==> config.mk <==
export PLATFORM = sky130hd
export DESIGN_NAME = chip8_instruction_execute
export DESIGN_NICKNAME = d
export VERILOG_FILES = /design/src/sv/c8x_pkg.sv /design/src/sv/c8x_queue.sv /design/src/sv/c8x_exec.sv /design/src/sv/chip8_instruction_execute.sv
export VERILOG_INCLUDE_DIRS = /design/src /design/src/sv
export SDC_FILE = /design/constraint.sdc
export NUM_CORES = 1
export LEC_CHECK = 0
export BUFFER_PORTS_ARGS = -buffer_cell sky130_fd_sc_hd__buf_2
export CAP_MARGIN = 30
export CORE_MARGIN = 5
export CORE_UTILIZATION = 63
export CTS_CLUSTER_DIAMETER = 200
export DETAILED_ROUTE_END_ITERATION = 6
export PLACE_DENSITY = 0.81
export SYNTH_ARGS = -nofsm -noshare
export SYNTH_HDL_FRONTEND = slang
export SYNTH_HIERARCHICAL = 1
export SYNTH_SLANG_ARGS = --single-unit
==> constraint.sdc <==
create_clock -name clock -period 9.9 [get_ports clock]
set_clock_uncertainty 0.15 [all_clocks]
set_input_delay 1.98 -clock clock [delete_from_list [all_inputs] [get_ports clock]]
set_output_delay 1.98 -clock clock [all_outputs]
set_load 0.05 [all_outputs]
==> src/sv/chip8_instruction_execute_assert.svh <==
// Assertion macros used by the CHIP-8 execute unit back end (c8x_exec).
// No dependencies.
`ifndef CHIP8_INSTRUCTION_EXECUTE_ASSERT_SVH
`define CHIP8_INSTRUCTION_EXECUTE_ASSERT_SVH
// Implication checked every cycle outside reset
`define C8_ASSERT_IMP(label, clk, rst, a, c) \
   label: assert property (@(posedge clk) disable iff (rst) (a) |-> (c)) \
      else $error("assertion failed");
// Next-cycle implication checked outside reset
`define C8_ASSERT_NXT(label, clk, rst, a, c) \
   label: assert property (@(posedge clk) disable iff (rst) (a) |=> (c)) \
      else $error("assertion failed");
`endif

==> src/sv/c8x_pkg.sv <==
// Package for the CHIP-8 execute unit: payload structs, codes, constants.
// No dependencies.
package c8x_pkg;
   typedef struct packed {
      logic        kind;
      logic [15:0] instruction;
      logic [15:0] key_mask;
      logic [7:0]  random_byte;
   } req_type;

   typedef struct packed {
      logic        mem_write;
      logic [11:0] mem_addr;
      logic [7:0]  mem_data;
      logic [11:0] next_pc;
      logic        clear_screen;
      logic        waiting_for_key;
      logic [1:0]  fault;
      logic        last;
   } rsp_type;

   localparam logic [1:0] FAULT_NONE  = 2'd0;
   localparam logic [1:0] FAULT_FULL  = 2'd1;
   localparam logic [1:0] FAULT_EMPTY = 2'd2;
   localparam logic [1:0] FAULT_UNDEF = 2'd3;

   localparam logic [7:0] NN_CLS  = 8'hE0;
   localparam logic [7:0] NN_RET  = 8'hEE;
   localparam logic [7:0] NN_SKP  = 8'h9E;
   localparam logic [7:0] NN_SKNP = 8'hA1;
   localparam logic [7:0] NN_GDT  = 8'h07;
   localparam logic [7:0] NN_WAIT = 8'h0A;
   localparam logic [7:0] NN_SDT  = 8'h15;
   localparam logic [7:0] NN_SST  = 8'h18;
   localparam logic [7:0] NN_ADDI = 8'h1E;
   localparam logic [7:0] NN_FONT = 8'h29;
   localparam logic [7:0] NN_BCD  = 8'h33;
   localparam logic [7:0] NN_DUMP = 8'h55;
   localparam logic [3:0] REG_F   = 4'hF;
   localparam logic [11:0] FONT_RESET = 12'd80;
   localparam logic [11:0] PC_RESET   = 12'd512;
   localparam logic [1:0] QUEUE_DEPTH_LOG = 2'd2;

   typedef enum logic [1:0] {ST_IDLE, ST_EXEC, ST_EMIT} exec_state_type;

   // Queue status: full and empty flags
   typedef struct packed {
      logic full;
      logic empty;
   } queue_status_type;
endpackage

==> src/sv/c8x_queue.sv <==
// Short FIFO that decouples the front end from the execute sequencer.
// Depends on c8x_pkg.
module c8x_queue (
   input  logic             clock,
   input  logic             reset,
   input  logic             push,
   input  c8x_pkg::req_type push_data,
   input  logic             pop,
   output c8x_pkg::req_type pop_data,
   output c8x_pkg::queue_status_type status
);
   import c8x_pkg::*;

   req_type    mem_ff [4];
   logic [1:0] wr_ff, wr_in, rd_ff, rd_in;
   logic [2:0] cnt_ff, cnt_in;

   always_comb begin
      wr_in  = push ? wr_ff + 2'd1 : wr_ff;
      rd_in  = pop ? rd_ff + 2'd1 : rd_ff;
      cnt_in = cnt_ff + {2'd0, push} - {2'd0, pop};
   end

   always_ff @(posedge clock) begin
      if (reset) begin
         wr_ff  <= '0;
         rd_ff  <= '0;
         cnt_ff <= '0;
      end else begin
         wr_ff  <= wr_in;
         rd_ff  <= rd_in;
         cnt_ff <= cnt_in;
      end
   end

   always_ff @(posedge clock) begin
      if (push) mem_ff[wr_ff] <= push_data;
   end

   assign pop_data     = mem_ff[rd_ff];
   assign status.full  = cnt_ff[2];
   assign status.empty = (cnt_ff == 3'd0);
endmodule

==> src/sv/c8x_exec.sv <==
// Back end: executes one queued item, emits its results one per cycle unless rsp_stall holds them.
// Depends on c8x_pkg and the assertion header.
`include "chip8_instruction_execute_assert.svh"
module c8x_exec #(
   parameter int STACK_ENTRIES = 16
) (
   input  logic             clock,
   input  logic             reset,
   input  logic [11:0]      font_base,
   input  logic             item_valid,
   input  c8x_pkg::req_type item,
   output logic             item_pop,
   output logic             rsp_valid,
   input  logic             rsp_stall,
   output c8x_pkg::rsp_type rsp_data
);
   import c8x_pkg::*;
   localparam int SW = $clog2(STACK_ENTRIES);
   localparam int CW = $clog2(STACK_ENTRIES + 1);

   exec_state_type state_ff, state_in;
   logic [7:0]  v_ff [16];
   logic [11:0] stk_ff [STACK_ENTRIES];
   logic [11:0] top_ff;
   logic [15:0] i_ff;
   logic [11:0] pc_ff;
   logic [CW-1:0] sp_ff;
   logic [7:0]  dt_ff, st_ff;
   // emit state
   logic [3:0]  cnt_ff, cnt_in, k_ff;
   logic        bcd_ff;
   logic [7:0]  d0_ff, d1_ff, d2_ff;
   logic [1:0]  flt_ff;
   logic        clr_ff, wt_ff;
   logic        mem_ff;

   logic [3:0] op, x, y, n;
   logic [7:0] nn, vx, vy;
   logic [11:0] nnn;
   assign op  = item.instruction[15:12];
   assign x   = item.instruction[11:8];
   assign y   = item.instruction[7:4];
   assign n   = item.instruction[3:0];
   assign nn  = item.instruction[7:0];
   assign nnn = item.instruction[11:0];
   assign vx  = v_ff[x];
   assign vy  = v_ff[y];

   logic go, emit_done;
   assign go        = (state_ff == ST_IDLE) && item_valid;
   assign emit_done = (state_ff == ST_EMIT) && !rsp_stall && (k_ff == cnt_ff);

   always_comb begin
      state_in = state_ff;
      case (state_ff)
         ST_IDLE: if (go) state_in = ST_EXEC;
         ST_EXEC: state_in = ST_EMIT;
         ST_EMIT: if (emit_done) state_in = ST_IDLE;
         default: state_in = ST_IDLE;
      endcase
   end

   always_comb begin
      item_pop  = (state_ff == ST_EXEC);
      rsp_valid = (state_ff == ST_EMIT);
   end

   // execute decode
   logic [11:0] npc;
   logic [1:0]  flt;
   logic        clr, wt, wr_x, wr_f, bcd, mem;
   logic [7:0]  x_val, f_val;
   logic [8:0]  sum;
   logic        kp;
   logic [3:0]  cnt;

   always_comb begin
      npc = pc_ff + 12'd2; flt = FAULT_NONE; clr = 1'b0; wt = 1'b0;
      wr_x = 1'b0; wr_f = 1'b0; x_val = '0; f_val = '0; bcd = 1'b0; mem = 1'b0;
      cnt = 4'd0;
      sum = {1'b0, vx} + {1'b0, vy};
      kp = item.key_mask[vx[3:0]] && (vx[7:4] == 4'd0);
      if (item.kind) begin
         npc = pc_ff;
      end else begin
         case (op)
            4'h0: begin
               if (nn == NN_CLS) clr = 1'b1;
               else if (nn == NN_RET) begin
                  if (sp_ff != '0) npc = top_ff;
                  else flt = FAULT_EMPTY;
               end else flt = FAULT_UNDEF;
            end
            4'h1: npc = nnn;
            4'h2: begin
               if (sp_ff < CW'(STACK_ENTRIES)) npc = nnn;
               else flt = FAULT_FULL;
            end
            4'h3: if (vx == nn) npc = pc_ff + 12'd4;
            4'h4: if (vx != nn) npc = pc_ff + 12'd4;
            4'h5: if (vx == vy) npc = pc_ff + 12'd4;
            4'h9: if (vx != vy) npc = pc_ff + 12'd4;
            4'h6: begin wr_x = 1'b1; x_val = nn; end
            4'h7: begin wr_x = 1'b1; x_val = vx + nn; end
            4'h8: begin
               wr_x = 1'b1;
               case (n)
                  4'h0: x_val = vy;
                  4'h1: x_val = vx | vy;
                  4'h2: x_val = vx & vy;
                  4'h3: x_val = vx ^ vy;
                  4'h4: begin x_val = sum[7:0]; wr_f = 1'b1; f_val = {7'd0, sum[8]}; end
                  4'h5: begin x_val = vx - vy; wr_f = 1'b1; f_val = {7'd0, vx >= vy}; end
                  4'h7: begin x_val = vy - vx; wr_f = 1'b1; f_val = {7'd0, vy >= vx}; end
                  4'h6: begin x_val = {1'b0, vy[7:1]}; wr_f = 1'b1; f_val = {7'd0, vy[0]}; end
                  4'hE: begin x_val = {vy[6:0], 1'b0}; wr_f = 1'b1; f_val = {7'd0, vy[7]}; end
                  default: begin wr_x = 1'b0; flt = FAULT_UNDEF; end
               endcase
            end
            4'hA: ;
            4'hB: npc = {4'd0, v_ff[0]} + nnn;
            4'hC: begin wr_x = 1'b1; x_val = item.random_byte & nn; end
            4'hE: begin
               if (nn == NN_SKP) begin if (kp) npc = pc_ff + 12'd4; end
               else if (nn == NN_SKNP) begin if (!kp) npc = pc_ff + 12'd4; end
               else flt = FAULT_UNDEF;
            end
            4'hF: begin
               case (nn)
                  NN_GDT:  begin wr_x = 1'b1; x_val = dt_ff; end
                  NN_SDT, NN_SST, NN_ADDI, NN_FONT: ;
                  NN_WAIT: wt = 1'b1;
                  NN_BCD:  begin mem = 1'b1; bcd = 1'b1; cnt = 4'd2; end
                  NN_DUMP: begin mem = 1'b1; cnt = x; end
                  default: flt = FAULT_UNDEF;
               endcase
            end
            default: flt = FAULT_UNDEF;
         endcase
      end
   end

   // BCD digits by compare-subtract
   logic [7:0] h, r1, t, o;
   always_comb begin
      h  = (vx >= 8'd200) ? 8'd2 : (vx >= 8'd100) ? 8'd1 : 8'd0;
      r1 = vx - h * 8'd100;
      t  = 8'd0; o = r1;
      for (int j = 9; j >= 1; j--) begin
         if (t == 8'd0 && r1 >= 8'(j * 10)) begin t = 8'(j); o = r1 - 8'(j * 10); end
      end
   end

   logic fx;
   assign fx = (state_ff == ST_EXEC) && !item.kind && (op == 4'hF);

   always_ff @(posedge clock) begin
      if (reset) begin
         state_ff <= ST_IDLE;
         for (int j = 0; j < 16; j++) v_ff[j] <= '0;
         i_ff <= '0; pc_ff <= PC_RESET; sp_ff <= '0; dt_ff <= '0; st_ff <= '0;
         k_ff <= '0; cnt_ff <= '0;
      end else begin
         state_ff <= state_in;
         if (state_ff == ST_EXEC) begin
            pc_ff <= npc;
            cnt_ff <= cnt_in;
            k_ff <= '0;
            if (item.kind) begin
               if (dt_ff != '0) dt_ff <= dt_ff - 8'd1;
               if (st_ff != '0) st_ff <= st_ff - 8'd1;
            end else begin
               // VF is written last when x is F
               if (wr_x && !(wr_f && x == REG_F)) v_ff[x] <= x_val;
               if (wr_f) v_ff[REG_F] <= f_val;
               if (op == 4'hA) i_ff <= {4'd0, nnn};
               if (op == 4'h2 && flt == FAULT_NONE) sp_ff <= sp_ff + CW'(1);
               if (op == 4'h0 && nn == NN_RET && flt == FAULT_NONE)
                  sp_ff <= sp_ff - CW'(1);
               if (fx && nn == NN_SDT) dt_ff <= vx;
               if (fx && nn == NN_SST) st_ff <= vx;
               if (fx && nn == NN_ADDI) i_ff <= i_ff + {8'd0, vx};
               if (fx && nn == NN_FONT)
                  i_ff <= {4'd0, font_base} + {6'd0, vx, 2'd0} + {8'd0, vx};
            end
         end else if (state_ff == ST_EMIT && !rsp_stall && k_ff != cnt_ff) begin
            k_ff <= k_ff + 4'd1;
         end
      end
   end

   assign cnt_in = cnt;

   always_ff @(posedge clock) begin
      // stack pointer only moves in execute, so the idle cycle prefetches the top
      top_ff <= stk_ff[SW'(sp_ff - CW'(1))];
      if (state_ff == ST_EXEC) begin
         if (!item.kind && op == 4'h2 && flt == FAULT_NONE)
            stk_ff[SW'(sp_ff)] <= pc_ff + 12'd2;
         bcd_ff <= bcd; d0_ff <= h; d1_ff <= t; d2_ff <= o;
         flt_ff <= flt; clr_ff <= clr; wt_ff <= wt;
         mem_ff <= mem;
      end
   end

   always_comb begin
      rsp_data.mem_write       = mem_ff;
      rsp_data.mem_addr        = mem_ff ? i_ff[11:0] + {8'd0, k_ff} : 12'd0;
      if (!mem_ff) rsp_data.mem_data = 8'd0;
      else if (bcd_ff) rsp_data.mem_data = (k_ff == 4'd0) ? d0_ff :
                                           (k_ff == 4'd1) ? d1_ff : d2_ff;
      else rsp_data.mem_data = v_ff[k_ff];
      rsp_data.next_pc         = pc_ff;
      rsp_data.clear_screen    = clr_ff;
      rsp_data.waiting_for_key = wt_ff;
      rsp_data.fault           = flt_ff;
      rsp_data.last            = (k_ff == cnt_ff);
   end

   `C8_ASSERT_IMP(a_pop_has_item, clock, reset, item_pop, item_valid)
   `C8_ASSERT_IMP(a_k_bound, clock, reset, rsp_valid, k_ff <= cnt_ff)
   `C8_ASSERT_NXT(a_done_idle, clock, reset, emit_done, state_ff == ST_IDLE)
   `C8_ASSERT_IMP(a_sp_bound, clock, reset, 1'b1, sp_ff <= CW'(STACK_ENTRIES))
endmodule

==> src/sv/chip8_instruction_execute.sv <==
// Top level of the CHIP-8 execute unit: front queue and execute back end.
// Depends on c8x_pkg, c8x_queue, c8x_exec.
//
//   port group   dir   handshake        payload
//   req_         in    valid / stall    c8x_pkg::req_type
//   rsp_         out   valid / stall    c8x_pkg::rsp_type
//   csr_         in    valid / ready    font_base, 12 bits
//
// An item is decoded and executed in the sequencer's execute state, then its results are
// emitted in order (1, 3 for BCD, x+1 for a register dump); the execute sequencer sets this.
// The queue holds four items; req_stall rises when it is full.
// Reset is synchronous; it restores registers, PC 512 and font base 80.
// A stalled result holds; the queue keeps accepting items meanwhile.
module chip8_instruction_execute #(
   parameter int STACK_ENTRIES = 16
) (
   input  logic             clock,
   input  logic             reset,
   input  logic             req_valid,
   output logic             req_stall,
   input  c8x_pkg::req_type req_data,
   output logic             rsp_valid,
   input  logic             rsp_stall,
   output c8x_pkg::rsp_type rsp_data,
   input  logic             csr_valid,
   output logic             csr_ready,
   input  logic [11:0]      csr_data
);
   import c8x_pkg::*;

   logic [11:0] font_ff;
   req_type q_data;
   queue_status_type q_st;
   logic pop;

   assign csr_ready = 1'b1;
   always_ff @(posedge clock) begin
      if (reset) font_ff <= FONT_RESET;
      else if (csr_valid) font_ff <= csr_data;
   end

   assign req_stall = q_st.full;

   c8x_queue u_queue (
      .clock(clock), .reset(reset),
      .push(req_valid && !q_st.full), .push_data(req_data),
      .pop(pop), .pop_data(q_data), .status(q_st)
   );

   c8x_exec #(.STACK_ENTRIES(STACK_ENTRIES)) u_exec (
      .clock(clock), .reset(reset), .font_base(font_ff),
      .item_valid(!q_st.empty), .item(q_data), .item_pop(pop),
      .rsp_valid(rsp_valid), .rsp_stall(rsp_stall), .rsp_data(rsp_data)
   );
endmodule
==> summary.txt <==
Status
  • Outcome: complete, no violations

Clocking
  • TritonCTS clock tree: built
  • CTS sink count: around 590
  • H-tree level count: 2
  • Total CTS buffers: 59
  • Clk_lat worst skew: ~0.65 ns
  • Post-CTS setup buffers: 0
  • CTS Hold Bufs: 0
  • Clock tree buffer depth: 3
  • Reg clk slew, reported paths: roughly 0.07 ns
  • # resized after CTS: 0
  • CTS root buffer: clkbuf_16

Setup path
  • Critical path peak fanout: 39
  • CP Capture Type: flop
  • Crit path DAT: around 8.3 ns
  • CP Launch Type: flop
  • Crit Path Class: flop to flop
  • Worst EP required: between 10 and 15 ns

Global routing
  • First-pass GRT wire length: approximately 150000 µm
  • GR peak layer: met2
  • Initial antenna violation count: 5
  • Met1 track demand over resource: 44.3%
  • Met2 Track Usage GR: between 50 and 60%
  • Global route total overflow: 0
  • M3 GR Usage: about 7.3%
  • Total GRT Usage: a little over a third
  • Largest net degree at the start of global routing: approximately 50
  • Vias in the first global route: between 20k and 25k

Logic synthesis
  • Post-synth ARST share: 0%
  • Netlist Area Pre-Place: between 30000 and 40000 µm²
  • Synth warn: 6
  • Synth Register Bits: about 600
  • Post-Synthesis Cells: approximately 2.4k
  • Post-synthesis sequential area ratio: between 50% and 60%
  • Syn Nets: 2634
  • Netlist cell types: about 100
  • EDFF count, synth: 504
  • Mean post-synth cell area: ~13 µm²
  • Main synth FF type: edfxtp_1

STA
  • Crit path time final: just over 8 ns
  • Max Transition Viols Final: 0
  • Final setup viols: 0
  • Fmax: roughly 120 MHz
  • Setup TNS: 0 ns
  • Setup ws final: 1.80 ns
  • Fin crit share: 81.8%
  • Worst-Margin Slew: approximately 1.1 ns
  • RSZ-0062 raised after global routing: false
  • Slew Limit Headroom: approximately 29%
  • Endpoints failing hold: 0

Drt
  • Final routed DRC violation total: 0
  • Detailed-router iteration count before antenna repair: 6
  • Final ANT Viol Nets: 0
  • Initial DRC count: approximately 3.8k
  • Via count: approximately 23k
  • WL per Instance: slightly above 30 µm
  • Routed WL: roughly 100000 µm
  • Vias per cell: 7.15

Final layout
  • Layout cell share with drive strength beyond 1: approximately a fifth
  • Fin util: around 70%
  • Final Non-Filler Cells: 3247
  • Layout area overhead: 9.93%
  • Final nets: 2711

Hold path
  • Worst min path class: flop to flop

Floorplan
  • Die height: about 240 µm
  • Core area: 50300 µm²
  • Row Count: ~80
  • Starting Density: roughly 64%
  • Full die area: approximately 56000 µm²
  • I/O Pins: 99
  • Die width: ~240 µm

Power and ir drop
  • Switching Share: a little under half
  • Part of the power in the clock network: roughly 18%
  • Pwr dens: approximately 370 nW/µm²
  • Share of power burned in registers: 24.1%
  • VDD IR max: 301 µV
  • Pint: 7.20 mW
  • Comb power frac: roughly three fifths
  • Leakage: between 10 and 15 nW
  • NetSw: 6.01 mW

Placement
  • Post-DP HPWL: between 60000 and 70000 µm
  • Post-placement worst setup slack: ~2 ns
  • Gpl congestion: ~0.97
  • IO buf count: 97
  • Placed cells: 3132

Job
  • Max-Cap Viols: 0
-- logic make-up (layout without fill, tap and decap cells) --
kind of cell / after synthesis / count (layout) / share of synthesized area [%]
other: 1 / 3 / 0.0117
DFF: 588 / 588 / 52.3
AOI/OAI and AO/OA: 441 / 441 / 9.48
buffers and inverters: 220 / 346 / 3.19
xor gates and xnor gates: 92 / 92 / 2.61
adders and majority gates: 129 / 129 / 5.40
muxes: 271 / 271 / 16.7
and+or+nand+nor: 705 / 705 / 10.2
-- final timing paths --
path | depth (start not counted) | end | slack, ns | start
max | 19 | u_exec/d2_ff[3] | 1.80 | flop
min reg2reg | 1 | u_exec/state_ff[0] | 0.32 | u_exec/state_ff[1]
min | 1 | u_exec/state_ff[0] | 0.32 | u_exec/state_ff[1]
max reg2reg | 19 | u_exec/d2_ff[3] | 1.80 | flop
-- Yosys cell counts, types with 7 or more instances --
| cell | instances | area [µm²] |
|---|---|---|
| edfxtp_1 | 504 | 15100 |
| nor2_1 | 299 | 1120 |
| mux4_2 | 203 | 4570 |
| nand2_1 | 133 | 499 |
| ha_1 | 113 | 1410 |
| a21oi_1 | 112 | 561 |
| o21ai_0 | 85 | 425 |
| dfxtp_1 | 84 | 1680 |
| clkbuf_1 | 82 | 308 |
| inv_1 | 75 | 282 |
| xnor2_1 | 61 | 534 |
| mux2i_1 | 56 | 561 |
| nand3_1 | 46 | 230 |
| nor2b_1 | 43 | 269 |
| nand2b_1 | 39 | 244 |
| nor3_1 | 33 | 165 |
| xor2_1 | 29 | 254 |
| a21o_1 | 28 | 210 |
| and2_1 | 25 | 156 |
| buf_2 | 23 | 115 |
| buf_1 | 20 | 75.1 |
| o21bai_1 | 18 | 135 |
| a221oi_1 | 16 | 140 |
| a22oi_1 | 16 | 120 |
| fa_1 | 16 | 320 |
| o22ai_1 | 16 | 100 |
| nand4_1 | 15 | 93.8 |
| a211oi_1 | 14 | 105 |
| and3_1 | 14 | 87.6 |
| or3_1 | 13 | 81.3 |
| o211ai_1 | 12 | 90.1 |
| a221o_1 | 10 | 100 |
| nor4_1 | 10 | 62.6 |
| a22o_1 | 9 | 78.8 |
| a31oi_1 | 8 | 50.1 |
| nor3b_1 | 8 | 60.1 |
| o21a_1 | 8 | 60.1 |
| o21ai_1 | 8 | 40.0 |
| a311oi_1 | 7 | 61.3 |
| buf_12 | 7 | 140 |
| mux4_1 | 7 | 184 |
| nand3b_1 | 7 | 52.6 |
-- metal layers --
layer  share of wire (%)  wire [µm]  vias up
met2                  49      48000     1843
met4                 5.8       5760        8
li1                    -          -     9545
met5               0.054         53        -
met1                  35      34300    11400
met3                  11      10800      403
-- placed cells by master, fill, tap and decap left out, types with 10 or more instances in the layout --
master,n
a211oi_1,14
a21o_1,28
a21oi_1,112
a221o_1,10
a221oi_1,16
a22oi_1,16
and2_1,21
and3_1,14
buf_2,98
buf_4,55
clkbuf_16,59
clkinv_1,11
clkinv_2,12
dfxtp_1,79
edfxtp_1,504
fa_1,16
ha_1,112
inv_1,75
mux2i_1,55
mux4_2,203
nand2_1,133
nand2b_1,39
nand3_1,46
nand4_1,15
nor2_1,299
nor2b_1,43
nor3_1,33
o211ai_1,12
o21ai_0,85
o21bai_1,18
o22ai_1,16
or3_1,13
xnor2_1,60
xor2_1,29
-- sequential cells by signal (all words and copies together), names as in the netlist, 3 cells and up, named ones only --
signal and count:
font_ff 12, u_exec/cnt_ff 4, u_exec/d1_ff 4, u_exec/d2_ff 8, u_exec/dt_ff 8, u_exec/i_ff 12
u_exec/k_ff 4, u_exec/pc_ff 12, u_exec/sp_ff 5, u_exec/stk_ff 192, u_exec/top_ff 12, u_exec/v_ff 128
u_queue/cnt_ff 3, u_queue/mem_ff 164
-- through the flow --
step                      area (µm²)  hold slack (ns)  power (mW)
after global routing           35300            0.347        13.9
after detailed placement       33300            0.305        10.6
after CTS                      35300            0.315        13.1
after global placement         33100            0.267        10.6
final                          35300            0.316        13.2
after floorplan                32100            0.257        8.70
-- cell type report --
cell class | count | area [µm²]
Multi-Input combinational cell | 1639 | 14300
Timing Repair Buffer | 158 | 1020
Clock inverter | 43 | 503
Fill cell | 3237 | 15000
Sequential cell | 588 | 16800
Tap cell | 672 | 841
Clock buffer | 67 | 1520
Antenna cell | 2 | 5.00
Inverter | 78 | 295
-- worst max-delay path: stages (launching register included) --
cell and delay (ns):
dfxtp_2 0.36, buf_4 0.50, mux4_2 0.75, nor2b_1 0.72
a22oi_1 0.19, nand2_1 0.57, inv_1 0.33, nor2_1 0.33
or2_2 0.19, inv_1 0.06, ha_1 0.23, fa_1 0.88
inv_1 0.25, ha_1 0.36, a21oi_1 0.47, nand2_2 0.23
a2111oi_4 0.75, a21oi_1 0.15, o211ai_1 0.19, o221ai_1 0.15
-- power groups by stage --
stage / Clock [mW] / Sequential [mW] / Combinational (mW)
4_1_cts: 2.37 / 3.18 / 7.51
6_report: 2.35 / 3.18 / 7.68
2_1_floorplan: 0 / 3.20 / 5.50
3_3_place_gp: 0 / 3.21 / 7.38
3_5_place_dp: 0 / 3.22 / 7.42
5_1_grt: 2.48 / 3.19 / 8.26
Power figures use the tool's default switching activity.
